===== src/morse_letter_keyer_macros.svh =====
// ----------------------------------------------------------------------------
// Morse letter keyer assertion macros
// Shared concurrent assertion forms, clocked on clk and disabled in reset.
// ----------------------------------------------------------------------------
`ifndef MORSE_LETTER_KEYER_MACROS_SVH
`define MORSE_LETTER_KEYER_MACROS_SVH

// Same-cycle implication: when ante holds, cons must hold in the same cycle.
`define MLK_ASSERT_IMP(lbl, ante, cons, msg) \
  lbl: assert property (@(posedge clk) disable iff (!rst_n) (ante) |-> (cons)) \
    else $error(msg);

// Next-cycle implication: when ante holds, cons must hold in the next cycle.
`define MLK_ASSERT_NXT(lbl, ante, cons, msg) \
  lbl: assert property (@(posedge clk) disable iff (!rst_n) (ante) |=> (cons)) \
    else $error(msg);

`endif


===== src/mlk_pkg.sv =====
// ----------------------------------------------------------------------------
// Morse letter keyer package
// Widths, constants, command types and the Morse code table.
// ----------------------------------------------------------------------------
package mlk_pkg;

  // Field and counter widths.
  localparam int CHAR_W  = 8;
  localparam int CODE_W  = 13;
  localparam int LEN_W   = 4;
  localparam int TAIL_W  = 6;
  localparam int PAUSE_W = 6;
  localparam int IDX_W   = 5;

  // Configuration port geometry.
  localparam int APB_AW = 3;
  localparam int APB_DW = 32;

  // Register index of pause_length.
  localparam logic [APB_AW-3:0] REG_PAUSE_LENGTH = '0;

  // Keying constants.
  localparam logic [PAUSE_W-1:0] PAUSE_MAX   = 6'd51;
  localparam logic [PAUSE_W-1:0] PAUSE_RESET = 6'd50;
  localparam logic [TAIL_W-1:0]  LETTER_GAP  = 6'd3;

  // ASCII range of the letters.
  localparam logic [CHAR_W-1:0] CHAR_A = 8'h41;
  localparam logic [CHAR_W-1:0] CHAR_Z = 8'h5A;

  // Default depth of the command queue.
  localparam int QUEUE_DEPTH_DEF = 4;

  // One table entry: pattern left-aligned, first unit in the MSB.
  typedef struct packed {
    logic [CODE_W-1:0] pat;
    logic [LEN_W-1:0]  len;
  } mlk_code_t;

  // One queued command: the code of a character plus its trailing off units.
  typedef struct packed {
    logic [CODE_W-1:0] pat;
    logic [LEN_W-1:0]  len;
    logic [TAIL_W-1:0] tail;
  } mlk_cmd_t;

  // Queue status seen by the front and back.
  typedef struct packed {
    logic full;
    logic empty;
  } mlk_qstat_t;

  // Morse table: index 0 is space, 1 to 26 are A to Z.
  function automatic mlk_code_t code_lookup(logic [IDX_W-1:0] idx);
    logic [CODE_W-1:0] raw;
    logic [LEN_W-1:0]  len;
    mlk_code_t         res;
    unique case (idx)
      5'd1:    begin raw = 13'b10111;         len = 4'd5;  end
      5'd2:    begin raw = 13'b111010101;     len = 4'd9;  end
      5'd3:    begin raw = 13'b11101011101;   len = 4'd11; end
      5'd4:    begin raw = 13'b1110101;       len = 4'd7;  end
      5'd5:    begin raw = 13'b1;             len = 4'd1;  end
      5'd6:    begin raw = 13'b101011101;     len = 4'd9;  end
      5'd7:    begin raw = 13'b111011101;     len = 4'd9;  end
      5'd8:    begin raw = 13'b1010101;       len = 4'd7;  end
      5'd9:    begin raw = 13'b101;           len = 4'd3;  end
      5'd10:   begin raw = 13'b1011101110111; len = 4'd13; end
      5'd11:   begin raw = 13'b111010111;     len = 4'd9;  end
      5'd12:   begin raw = 13'b101110101;     len = 4'd9;  end
      5'd13:   begin raw = 13'b1110111;       len = 4'd7;  end
      5'd14:   begin raw = 13'b11101;         len = 4'd5;  end
      5'd15:   begin raw = 13'b11101110111;   len = 4'd11; end
      5'd16:   begin raw = 13'b10111011101;   len = 4'd11; end
      5'd17:   begin raw = 13'b1110111010111; len = 4'd13; end
      5'd18:   begin raw = 13'b1011101;       len = 4'd7;  end
      5'd19:   begin raw = 13'b10101;         len = 4'd5;  end
      5'd20:   begin raw = 13'b111;           len = 4'd3;  end
      5'd21:   begin raw = 13'b1010111;       len = 4'd7;  end
      5'd22:   begin raw = 13'b101010111;     len = 4'd9;  end
      5'd23:   begin raw = 13'b101110111;     len = 4'd9;  end
      5'd24:   begin raw = 13'b11101010111;   len = 4'd11; end
      5'd25:   begin raw = 13'b1110101110111; len = 4'd13; end
      5'd26:   begin raw = 13'b11101110101;   len = 4'd11; end
      default: begin raw = 13'b0;             len = 4'd1;  end
    endcase
    res.pat = raw << (CODE_W - int'(len));
    res.len = len;
    return res;
  endfunction

endpackage


===== src/mlk_if.sv =====
// ----------------------------------------------------------------------------
// Morse letter keyer channel interfaces
// Valid/ready channels for the character input and the keying output.
// ----------------------------------------------------------------------------

// Character channel: one item per character.
interface mlk_in_if;
  logic                        valid;
  logic                        ready;
  logic [mlk_pkg::CHAR_W-1:0]  character;
  logic                        end_of_message;

  modport source (output valid, output character, output end_of_message, input ready);
  modport sink   (input valid, input character, input end_of_message, output ready);
endinterface

// Keying channel: one item per time unit.
interface mlk_out_if;
  logic valid;
  logic ready;
  logic led_on;
  logic last_bit;

  modport source (output valid, output led_on, output last_bit, input ready);
  modport sink   (input valid, input led_on, input last_bit, output ready);
endinterface


===== src/morse_letter_keyer.sv =====
// ----------------------------------------------------------------------------
// Morse letter keyer
// The first keying unit of a character passes the command queue and the output
// register. Throughput: one keying unit per cycle while the output is ready;
// a character keys as code length plus gap or pause units (1 to 64), played by
// the single back-end sequencer. Characters are taken every cycle while the
// command queue has room. Reset (rst_n low, synchronous) empties the queue,
// idles the output and sets pause_length to 50.
// ----------------------------------------------------------------------------
module morse_letter_keyer #(
  parameter int QUEUE_DEPTH = mlk_pkg::QUEUE_DEPTH_DEF
) (
  input  logic                       clk,
  input  logic                       rst_n,
  mlk_in_if.sink                     in_chan,
  mlk_out_if.source                  out_chan,
  input  logic                       psel,
  input  logic                       penable,
  input  logic                       pwrite,
  input  logic [mlk_pkg::APB_AW-1:0] paddr,
  input  logic [mlk_pkg::APB_DW-1:0] pwdata,
  output logic [mlk_pkg::APB_DW-1:0] prdata,
  output logic                       pready
);
  import mlk_pkg::*;

  logic [PAUSE_W-1:0]  pause_r;
  logic [APB_AW-3:0]   reg_idx;
  logic                cfg_wr;
  logic                push;
  logic                pop;
  mlk_cmd_t            push_cmd;
  mlk_cmd_t            head_cmd;
  mlk_qstat_t          q_stat;

  // Configuration register access.
  assign pready  = 1'b1;
  assign reg_idx = paddr[APB_AW-1:2];
  assign cfg_wr  = psel && penable && pwrite && (reg_idx == REG_PAUSE_LENGTH);

  always_ff @(posedge clk) begin
    if (!rst_n) begin
      pause_r <= PAUSE_RESET;
    end else if (cfg_wr) begin
      pause_r <= pwdata[PAUSE_W-1:0];
    end
  end

  assign prdata = (reg_idx == REG_PAUSE_LENGTH) ? APB_DW'(pause_r) : '0;

  // Front end: classify characters into commands.
  mlk_front u_front (
    .in_chan   (in_chan),
    .pause_len (pause_r),
    .q_stat    (q_stat),
    .push      (push),
    .push_cmd  (push_cmd)
  );

  // Command queue between front and back.
  mlk_fifo #(
    .DEPTH (QUEUE_DEPTH)
  ) u_fifo (
    .clk      (clk),
    .rst_n    (rst_n),
    .push     (push),
    .push_cmd (push_cmd),
    .pop      (pop),
    .head_cmd (head_cmd),
    .q_stat   (q_stat)
  );

  // Back end: key out the commands.
  mlk_back u_back (
    .clk      (clk),
    .rst_n    (rst_n),
    .head_cmd (head_cmd),
    .q_stat   (q_stat),
    .pop      (pop),
    .out_chan (out_chan)
  );

endmodule


===== src/mlk_front.sv =====
// ----------------------------------------------------------------------------
// Morse letter keyer front end
// Accepts characters, looks up their codes and queues keying commands.
// ----------------------------------------------------------------------------
module mlk_front (
  mlk_in_if.sink                      in_chan,
  input  logic [mlk_pkg::PAUSE_W-1:0] pause_len,
  input  mlk_pkg::mlk_qstat_t         q_stat,
  output logic                        push,
  output mlk_pkg::mlk_cmd_t           push_cmd
);
  import mlk_pkg::*;

  logic [IDX_W-1:0]  idx;
  logic [TAIL_W-1:0] tail;
  mlk_code_t         code;

  // Take a character whenever the queue has room.
  assign in_chan.ready = !q_stat.full;
  assign push          = in_chan.valid && !q_stat.full;

  // Letters map to table entries 1 to 26; anything else keys as a space.
  always_comb begin
    if (in_chan.character >= CHAR_A && in_chan.character <= CHAR_Z) begin
      idx = IDX_W'(in_chan.character - CHAR_A) + IDX_W'(1);
    end else begin
      idx = '0;
    end
  end

  assign code = code_lookup(idx);

  // The last character of a message is followed by the clamped pause.
  always_comb begin
    if (in_chan.end_of_message) begin
      tail = (pause_len > PAUSE_MAX) ? TAIL_W'(PAUSE_MAX) : TAIL_W'(pause_len);
    end else begin
      tail = LETTER_GAP;
    end
  end

  assign push_cmd.pat  = code.pat;
  assign push_cmd.len  = code.len;
  assign push_cmd.tail = tail;

endmodule


===== src/mlk_fifo.sv =====
// ----------------------------------------------------------------------------
// Morse letter keyer command queue
// Small register queue that decouples the front end from the keying back end.
// ----------------------------------------------------------------------------
module mlk_fifo #(
  parameter int DEPTH = mlk_pkg::QUEUE_DEPTH_DEF
) (
  input  logic                clk,
  input  logic                rst_n,
  input  logic                push,
  input  mlk_pkg::mlk_cmd_t   push_cmd,
  input  logic                pop,
  output mlk_pkg::mlk_cmd_t   head_cmd,
  output mlk_pkg::mlk_qstat_t q_stat
);
  import mlk_pkg::*;

  `include "morse_letter_keyer_macros.svh"

  localparam int PTR_W = (DEPTH > 1) ? $clog2(DEPTH) : 1;
  localparam int CNT_W = $clog2(DEPTH + 1);

  mlk_cmd_t         entry_r [DEPTH];
  logic [PTR_W-1:0] wr_ptr_r, wr_ptr_nxt;
  logic [PTR_W-1:0] rd_ptr_r, rd_ptr_nxt;
  logic [CNT_W-1:0] cnt_r, cnt_nxt;

  // Pointers wrap at the queue depth.
  assign wr_ptr_nxt = (wr_ptr_r == PTR_W'(DEPTH - 1)) ? '0 : wr_ptr_r + PTR_W'(1);
  assign rd_ptr_nxt = (rd_ptr_r == PTR_W'(DEPTH - 1)) ? '0 : rd_ptr_r + PTR_W'(1);

  // Fill count follows pushes and pops.
  always_comb begin
    case ({push, pop})
      2'b10:   cnt_nxt = cnt_r + CNT_W'(1);
      2'b01:   cnt_nxt = cnt_r - CNT_W'(1);
      default: cnt_nxt = cnt_r;
    endcase
  end

  always_ff @(posedge clk) begin
    if (!rst_n) begin
      wr_ptr_r <= '0;
      rd_ptr_r <= '0;
      cnt_r    <= '0;
    end else begin
      if (push) begin
        wr_ptr_r <= wr_ptr_nxt;
      end
      if (pop) begin
        rd_ptr_r <= rd_ptr_nxt;
      end
      cnt_r <= cnt_nxt;
    end
  end

  // Entry storage.
  always_ff @(posedge clk) begin
    if (push) begin
      entry_r[wr_ptr_r] <= push_cmd;
    end
  end

  assign head_cmd     = entry_r[rd_ptr_r];
  assign q_stat.full  = (cnt_r == CNT_W'(DEPTH));
  assign q_stat.empty = (cnt_r == '0);

  // Queue must never overflow or underflow.
  `MLK_ASSERT_IMP(a_no_overflow, push, cnt_r != CNT_W'(DEPTH), "push into a full queue")
  `MLK_ASSERT_IMP(a_no_underflow, pop, cnt_r != '0, "pop from an empty queue")

endmodule


===== src/mlk_back.sv =====
// ----------------------------------------------------------------------------
// Morse letter keyer back end
// Plays queued commands out into an output register, one keying unit per cycle while the output is ready.
// ----------------------------------------------------------------------------
module mlk_back (
  input  logic                clk,
  input  logic                rst_n,
  input  mlk_pkg::mlk_cmd_t   head_cmd,
  input  mlk_pkg::mlk_qstat_t q_stat,
  output logic                pop,
  mlk_out_if.source           out_chan
);
  import mlk_pkg::*;

  `include "morse_letter_keyer_macros.svh"

  logic              busy_r, busy_nxt;
  logic [CODE_W-1:0] pat_r, pat_nxt;
  logic [LEN_W-1:0]  code_cnt_r, code_cnt_nxt;
  logic [TAIL_W-1:0] tail_cnt_r, tail_cnt_nxt;
  logic              out_valid_r, out_valid_nxt;
  logic              led_r, led_nxt;
  logic              last_r, last_nxt;

  logic              advance;
  logic              have_work;
  logic              step;
  logic [CODE_W-1:0] cur_pat;
  logic [LEN_W-1:0]  cur_code;
  logic [TAIL_W-1:0] cur_tail;
  logic              emit_code;
  logic              emit_last;

  // The output register can take a new unit when empty or being drained.
  assign advance   = !out_valid_r || out_chan.ready;
  assign have_work = busy_r || !q_stat.empty;
  assign step      = advance && have_work;
  assign pop       = step && !busy_r;

  // Work on the current command, or start the queue head with no bubble.
  assign cur_pat  = busy_r ? pat_r      : head_cmd.pat;
  assign cur_code = busy_r ? code_cnt_r : head_cmd.len;
  assign cur_tail = busy_r ? tail_cnt_r : head_cmd.tail;

  assign emit_code = (cur_code != '0);
  assign emit_last = emit_code ? (cur_code == LEN_W'(1) && cur_tail == '0)
                               : (cur_tail == TAIL_W'(1));

  // Next state of the sequencer and the output register.
  always_comb begin
    busy_nxt      = busy_r;
    pat_nxt       = pat_r;
    code_cnt_nxt  = code_cnt_r;
    tail_cnt_nxt  = tail_cnt_r;
    out_valid_nxt = out_valid_r;
    led_nxt       = led_r;
    last_nxt      = last_r;
    if (step) begin
      out_valid_nxt = 1'b1;
      last_nxt      = emit_last;
      busy_nxt      = !emit_last;
      if (emit_code) begin
        led_nxt      = cur_pat[CODE_W-1];
        pat_nxt      = cur_pat << 1;
        code_cnt_nxt = cur_code - LEN_W'(1);
        tail_cnt_nxt = cur_tail;
      end else begin
        led_nxt      = 1'b0;
        pat_nxt      = cur_pat;
        code_cnt_nxt = '0;
        tail_cnt_nxt = cur_tail - TAIL_W'(1);
      end
    end else if (advance) begin
      out_valid_nxt = 1'b0;
    end
  end

  always_ff @(posedge clk) begin
    if (!rst_n) begin
      busy_r      <= 1'b0;
      out_valid_r <= 1'b0;
    end else begin
      busy_r      <= busy_nxt;
      out_valid_r <= out_valid_nxt;
    end
  end

  always_ff @(posedge clk) begin
    pat_r      <= pat_nxt;
    code_cnt_r <= code_cnt_nxt;
    tail_cnt_r <= tail_cnt_nxt;
    led_r      <= led_nxt;
    last_r     <= last_nxt;
  end

  assign out_chan.valid    = out_valid_r;
  assign out_chan.led_on   = led_r;
  assign out_chan.last_bit = last_r;

  // A busy sequencer always has units left, and the last unit ends the command.
  `MLK_ASSERT_IMP(a_busy_has_units, busy_r, code_cnt_r != '0 || tail_cnt_r != '0,
                  "busy with no units left")
  `MLK_ASSERT_NXT(a_last_ends_cmd, step && emit_last, !busy_r && last_r,
                  "command did not end on its last unit")
  `MLK_ASSERT_NXT(a_mid_stays_busy, step && !emit_last, busy_r && !last_r,
                  "command ended before its last unit")

endmodule


===== src/flat_wrapper.sv =====
// flat-port wrapper written by rule: the top's interface ports become plain ports
module morse_letter_keyer_flat import mlk_pkg::*;
#(
  parameter int QUEUE_DEPTH = mlk_pkg::QUEUE_DEPTH_DEF
)
  (clk, rst_n, psel, penable, pwrite, paddr, pwdata, prdata, pready, in_chan_valid, in_chan_character, in_chan_end_of_message, in_chan_ready, out_chan_valid, out_chan_led_on, out_chan_last_bit, out_chan_ready);
  mlk_in_if in_chan_i ();
  mlk_out_if out_chan_i ();
  input  logic clk;
  input  logic rst_n;
  input  logic psel;
  input  logic penable;
  input  logic pwrite;
  input  logic [mlk_pkg::APB_AW-1:0] paddr;
  input  logic [mlk_pkg::APB_DW-1:0] pwdata;
  output logic [mlk_pkg::APB_DW-1:0] prdata;
  output logic pready;
  input wire logic [$bits(in_chan_i.valid)-1:0] in_chan_valid;
  input wire logic [$bits(in_chan_i.character)-1:0] in_chan_character;
  input wire logic [$bits(in_chan_i.end_of_message)-1:0] in_chan_end_of_message;
  output wire logic [$bits(in_chan_i.ready)-1:0] in_chan_ready;
  output wire logic [$bits(out_chan_i.valid)-1:0] out_chan_valid;
  output wire logic [$bits(out_chan_i.led_on)-1:0] out_chan_led_on;
  output wire logic [$bits(out_chan_i.last_bit)-1:0] out_chan_last_bit;
  input wire logic [$bits(out_chan_i.ready)-1:0] out_chan_ready;
  assign in_chan_i.valid = in_chan_valid;
  assign in_chan_i.character = in_chan_character;
  assign in_chan_i.end_of_message = in_chan_end_of_message;
  assign in_chan_ready = in_chan_i.ready;
  assign out_chan_valid = out_chan_i.valid;
  assign out_chan_led_on = out_chan_i.led_on;
  assign out_chan_last_bit = out_chan_i.last_bit;
  assign out_chan_i.ready = out_chan_ready;
  morse_letter_keyer #(.QUEUE_DEPTH(QUEUE_DEPTH)) u_core (.clk(clk), .rst_n(rst_n), .in_chan(in_chan_i), .out_chan(out_chan_i), .psel(psel), .penable(penable), .pwrite(pwrite), .paddr(paddr), .pwdata(pwdata), .prdata(prdata), .pready(pready));
endmodule

===== config.mk =====
export PLATFORM = sky130hd
export DESIGN_NAME = morse_letter_keyer_flat
export DESIGN_NICKNAME = d
export VERILOG_FILES = /design/src/mlk_pkg.sv /design/src/mlk_if.sv /design/src/morse_letter_keyer.sv /design/src/mlk_front.sv /design/src/mlk_fifo.sv /design/src/mlk_back.sv /design/src/flat_wrapper.sv
export VERILOG_INCLUDE_DIRS = /design/src /design/src/src
export SDC_FILE = /design/constraint.sdc
export NUM_CORES = 1
export LEC_CHECK = 0
export BUFFER_PORTS_ARGS = -buffer_cell sky130_fd_sc_hd__buf_2
export CAP_MARGIN = 5
export CORE_UTILIZATION = 53
export DETAILED_ROUTE_END_ITERATION = 16
export GPL_TIMING_DRIVEN = 0
export PLACE_DENSITY = 0.84
export SLEW_MARGIN = 20
export SYNTH_ARGS = -nofsm -noshare
export SYNTH_HDL_FRONTEND = slang
export SYNTH_HIERARCHICAL = 1
export SYNTH_SLANG_ARGS = --single-unit

===== constraint.sdc =====
create_clock -name clk -period 4.45 [get_ports clk]
set_clock_uncertainty 0.05 [all_clocks]
set_input_delay 0.89 -clock clk [delete_from_list [all_inputs] [get_ports clk]]
set_output_delay 0.89 -clock clk [all_outputs]
set_load 0.02 [all_outputs]

==> metrics list <==
* Outcome: complete, no violations
* Fin crit period: 4300 ps
* Number of flops mapped to enable cells by yosys: 117
* Cell depth of the worst min-delay path: 2
- The final critical path takes up 96.7% of the cycle.
- The initial utilization of the core area, before any placement, comes to 54.2%.
- Setup violations remaining at the end of the flow were counted as 0.
- The worst pin sits at a relative slew slack of 51.7%.
- Mean instance size in the synthesized netlist: 12.4 um^2
- Clk Tree Root Cell: clkbuf_16
* Type of origin of the critical path: primary input
- The layout has 1025 filler cells.
- Cell accounting for the most synthesized area: edfxtp_1
* Mean routed wirelength per cell: 18.2 um
- Routed Wire Length: 16.0 mm
- In this run the worst hold path is classified as reg -> reg.
* Overall Global Routing Usage: 22.5%
* Total count of hold-check failures in the final report: 0
- CP startpoint: in_chan_character[5]
* Synthesized-area fraction occupied by ao, oa, aoi and oai cells: 11.2%
- Number of diodes: 0
- After synthesis, flip-flops and latches occupy 51.2% of the total area.
* Number of buffers inserted by hold repair at cts: 0
* Flip-flop and latch count after synthesis: 134
- Once detail routing completed, the nets flagged for antenna violations numbered 0.
- Worst-Margin Slew: 725 ps
- HPWL Detailed: 11.0 mm
* Core box area: 13900 um^2
- The H-tree was split into 4 levels.
* Hold Slack: 456 ps
- Number of cells produced by synthesis: 608
* Async set or reset register ratio after synthesis: 0%
- The first detailed-routing pass ran for 5 iterations.
- For this design the static power due to leakage is 3.23 nW.
* Total die area: 14700 um^2
- The tool flagged a number of max-cap violations equal to 0.
* I/O pin count: 88
- Standard-cell row count: 43
- Worst EP required: 4560 ps
* Net Sw Power: 1.61 mW
* Antenna violations before repair: 0
* Synthesis Warnings: 6
- Max Buffers Root-to-Sink: 2
- IR analysis of the VDD net gives a maximum drop of 376 uV.
- After detailed routing, the number of remaining DRC violations is 0.
* Final core area utilization: 62.2%
- Upper clock frequency limit: 232 MHz
- Global-route wire length before repair: 25.1 mm
- Path type of the worst setup path: in -> reg
- TritonCTS created 17 clock buffers.
* Top post-synthesis cells by area: edfxtp_1, mux4_2, dfxtp_1
- Buffers placed on the I/O ports in this run total 31.
- Clock-pin slew was measured on the worst setup and hold paths at 60 ps.
- Layout overhead on the synthesized area: 14.9%
- At the end of routability-driven placement, the weighted congestion stood at 0.895.
- The endpoint identified for the worst register-to-register timing path is u_core/u_back/pat_r[10].
* Worst r2r path cells: 11
* Die width: 121 um
- From bottom edge to top edge, the die measures 121 um.
- Cells with a size suffix above 1 make up 26.5% of the layout.
- Data arrival time of the critical path: 4420 ps
* Reg-to-reg slack, setup: 1360 ps
- In this run switching power makes up 33.1% of total power.
- Endpoint class of the critical path: register
- The share of total power dissipated in the clock network is 26.1%.
- Distinct cell type count after synthesis: 86
* Xor and xnor area share after synthesis: 1.05%
- Fraction of the mapped netlist area in adder cells: 3.43%
* Via count of the first global-routing pass: 4884
- Pwr/cell area: 564 nW/um^2
* Total number of vias: 5160
* Relative contribution of sequential cells to total power: 38.4%
- In this run the cell area of the synthesized design comes to 7520 um^2.
* Post-synth top area share: 46.7%
- Violation count after the first detailed-routing iteration: 476
* Main combinational cell family by area after synthesis: simple AND/OR/NAND/NOR gates
- The clock reaches the later pin of the worst-skew pair after 420 ps.
- In the final timing run, aggregate negative setup slack is 0 ps.
- Clock tree synthesis found a total of 134 sinks.
- Internal Pwr Total: 3.26 mW
- After synthesis, the share of cell area in mux cells is 11.2%.
* Total Nets Final: 759
* Via-to-Cell Ratio: 5.86
- Worst hold start: u_core/pause_r[0]
* Final Max Slew Viols: 0
- TritonCTS clock tree: done
- Ys flop type: edfxtp_1
- Global routing finished with a remaining overflow of 0.
- Of the total synthesized cell area, the portion taken by AND, OR, NAND and NOR gates is 14.4%.
- Entering global routing, the biggest net connects 24 pins.
* Combinational fraction of design power: 35.5%
* Maximum fanout count along the critical path: 10
* Hold worst-path end: u_core/pause_r[0]
-- worst max-delay path, stage by stage --
cell	delay, ps
buf_2	110
or3b_4	420
a21oi_4	300
nand2_4	120
ha_2	210
and3b_1	190
a211oi_1	220
o21ai_1	140
o21ai_0	180
o21ai_2	130
ha_1	210
or3_4	400
and2_1	190
buf_6	140
mux2i_1	120
a21oi_1	220
nor3b_2	70
buf_4	150
-- cell usage in the layout (no fill, tap or decap), drive strengths merged, types with 10 or more instances in the layout --
cell type,n
and2b,12
dfxtp,17
conb,28
inv,25
nor3,15
a211oi,15
nor3b,10
nor2,24
o21ai,21
nand2,58
edfxtp,117
mux2i,23
a31oi,12
mux4,23
nor2b,28
ha,19
buf,91
a21oi,14
and2,11
clkbuf,29
-- registers in the layout, summed over array words and instances, names as in the netlist, named ones only --
| signal | count |
|---|---|
| u_core/u_back/tail_cnt_r | 6 |
| u_core/u_fifo/cnt_r | 3 |
| u_core/u_back/pat_r | 13 |
| u_core/u_back/out_chan.led_on | 1 |
| u_core/u_fifo/rd_ptr_r | 2 |
| u_core/u_back/code_cnt_r | 4 |
| u_core/pause_r | 6 |
| u_core/u_back/out_chan.valid | 1 |
| u_core/u_fifo/entry_r | 92 |
| u_core/u_back/busy_r | 1 |
| u_core/u_fifo/wr_ptr_r | 2 |
| u_core/u_back/out_chan.last_bit | 1 |
-- layer usage --
layer	track usage (%)	vias up	routed length, um
met4	7.56	0	261
met1	29.8	2538	6680
li1	-	2396	-
met3	4.93	29	967
met2	36.9	197	8110
met5	0	-	0
-- power groups by stage --
stage	sequential [mW]	combinational (mW)	clock [mW]
3_5_place_dp	1.88	1.70	0
2_1_floorplan	1.87	1.29	0
6_report	1.87	1.73	1.27
3_3_place_gp	1.88	1.58	0
5_1_grt	1.89	1.89	1.34
4_1_cts	1.87	1.72	1.29
-- through the flow --
step	cells	power [mW]	cell area [um^2]	worst slack, ps
2_1_floorplan	633	3.16	7610	144
6_report	881	4.87	8640	147
3_5_place_dp	846	3.59	8040	-798
4_1_cts	879	4.87	8600	74.6
3_3_place_gp	844	3.46	7990	-650
5_1_grt	881	5.12	8640	-11.7
-- worst max-delay path by stage --
stage / to / slack (ps) / cells after the start
2_1_floorplan: u_core/u_fifo/entry_r[0][19] / 140 / 16
3_3_place_gp: u_core/u_fifo/entry_r[2][19] / -650 / 17
3_5_place_dp: u_core/u_fifo/entry_r[3][19] / -800 / 17
4_1_cts: u_core/u_fifo/entry_r[2][19] / 70 / 18
5_1_grt: u_core/u_fifo/entry_r[3][21] / -10 / 17
6_report: u_core/u_fifo/entry_r[2][19] / 150 / 18
-- kinds of logic (layout without fill, tap and decap cells) --
group,after synthesis,in the layout
xor gates and xnor gates,9,9
muxes,52,52
other,3,28
DFF,134,134
buffers and inverters,83,151
AOI/OAI and AO/OA,114,114
and+or+nand+nor,193,193
adders and majority gates,20,20
-- final cells by class --
cell class | count | area, um^2 | share of cell area, %
flip-flops and latches | 134 | 3850 | 44.6
multi-input cells | 416 | 3260 | 37.7
clock buffers | 22 | 474 | 5.49
plain buffers | 62 | 472 | 5.46
well taps | 180 | 225 | 2.61
repair buffers | 36 | 208 | 2.40
inverters | 21 | 78.8 | 0.913
clock inverters | 10 | 70.1 | 0.811
-- cells in the mapped netlist, types with 8 or more instances --
library cell and n:
mux2i_1 22, buf_4 32, inv_1 19, buf_6 8, a211oi_1 15, nor2_1 23
and2_1 11, buf_2 12, mux4_2 20, ha_1 19, a21oi_1 13, edfxtp_1 117
nor2b_1 28, o21ai_0 16, nand2_1 57, a31oi_1 12, dfxtp_1 17, nor3_1 15
-- what timing repair did --
item,CTS,global route
resized for setup,4,5
endpoints found under the hold margin,0,0
setup endpoints to repair,24,32
pin swaps,1,3
buffers inserted,1,2
Power figures use the tool's default switching activity.
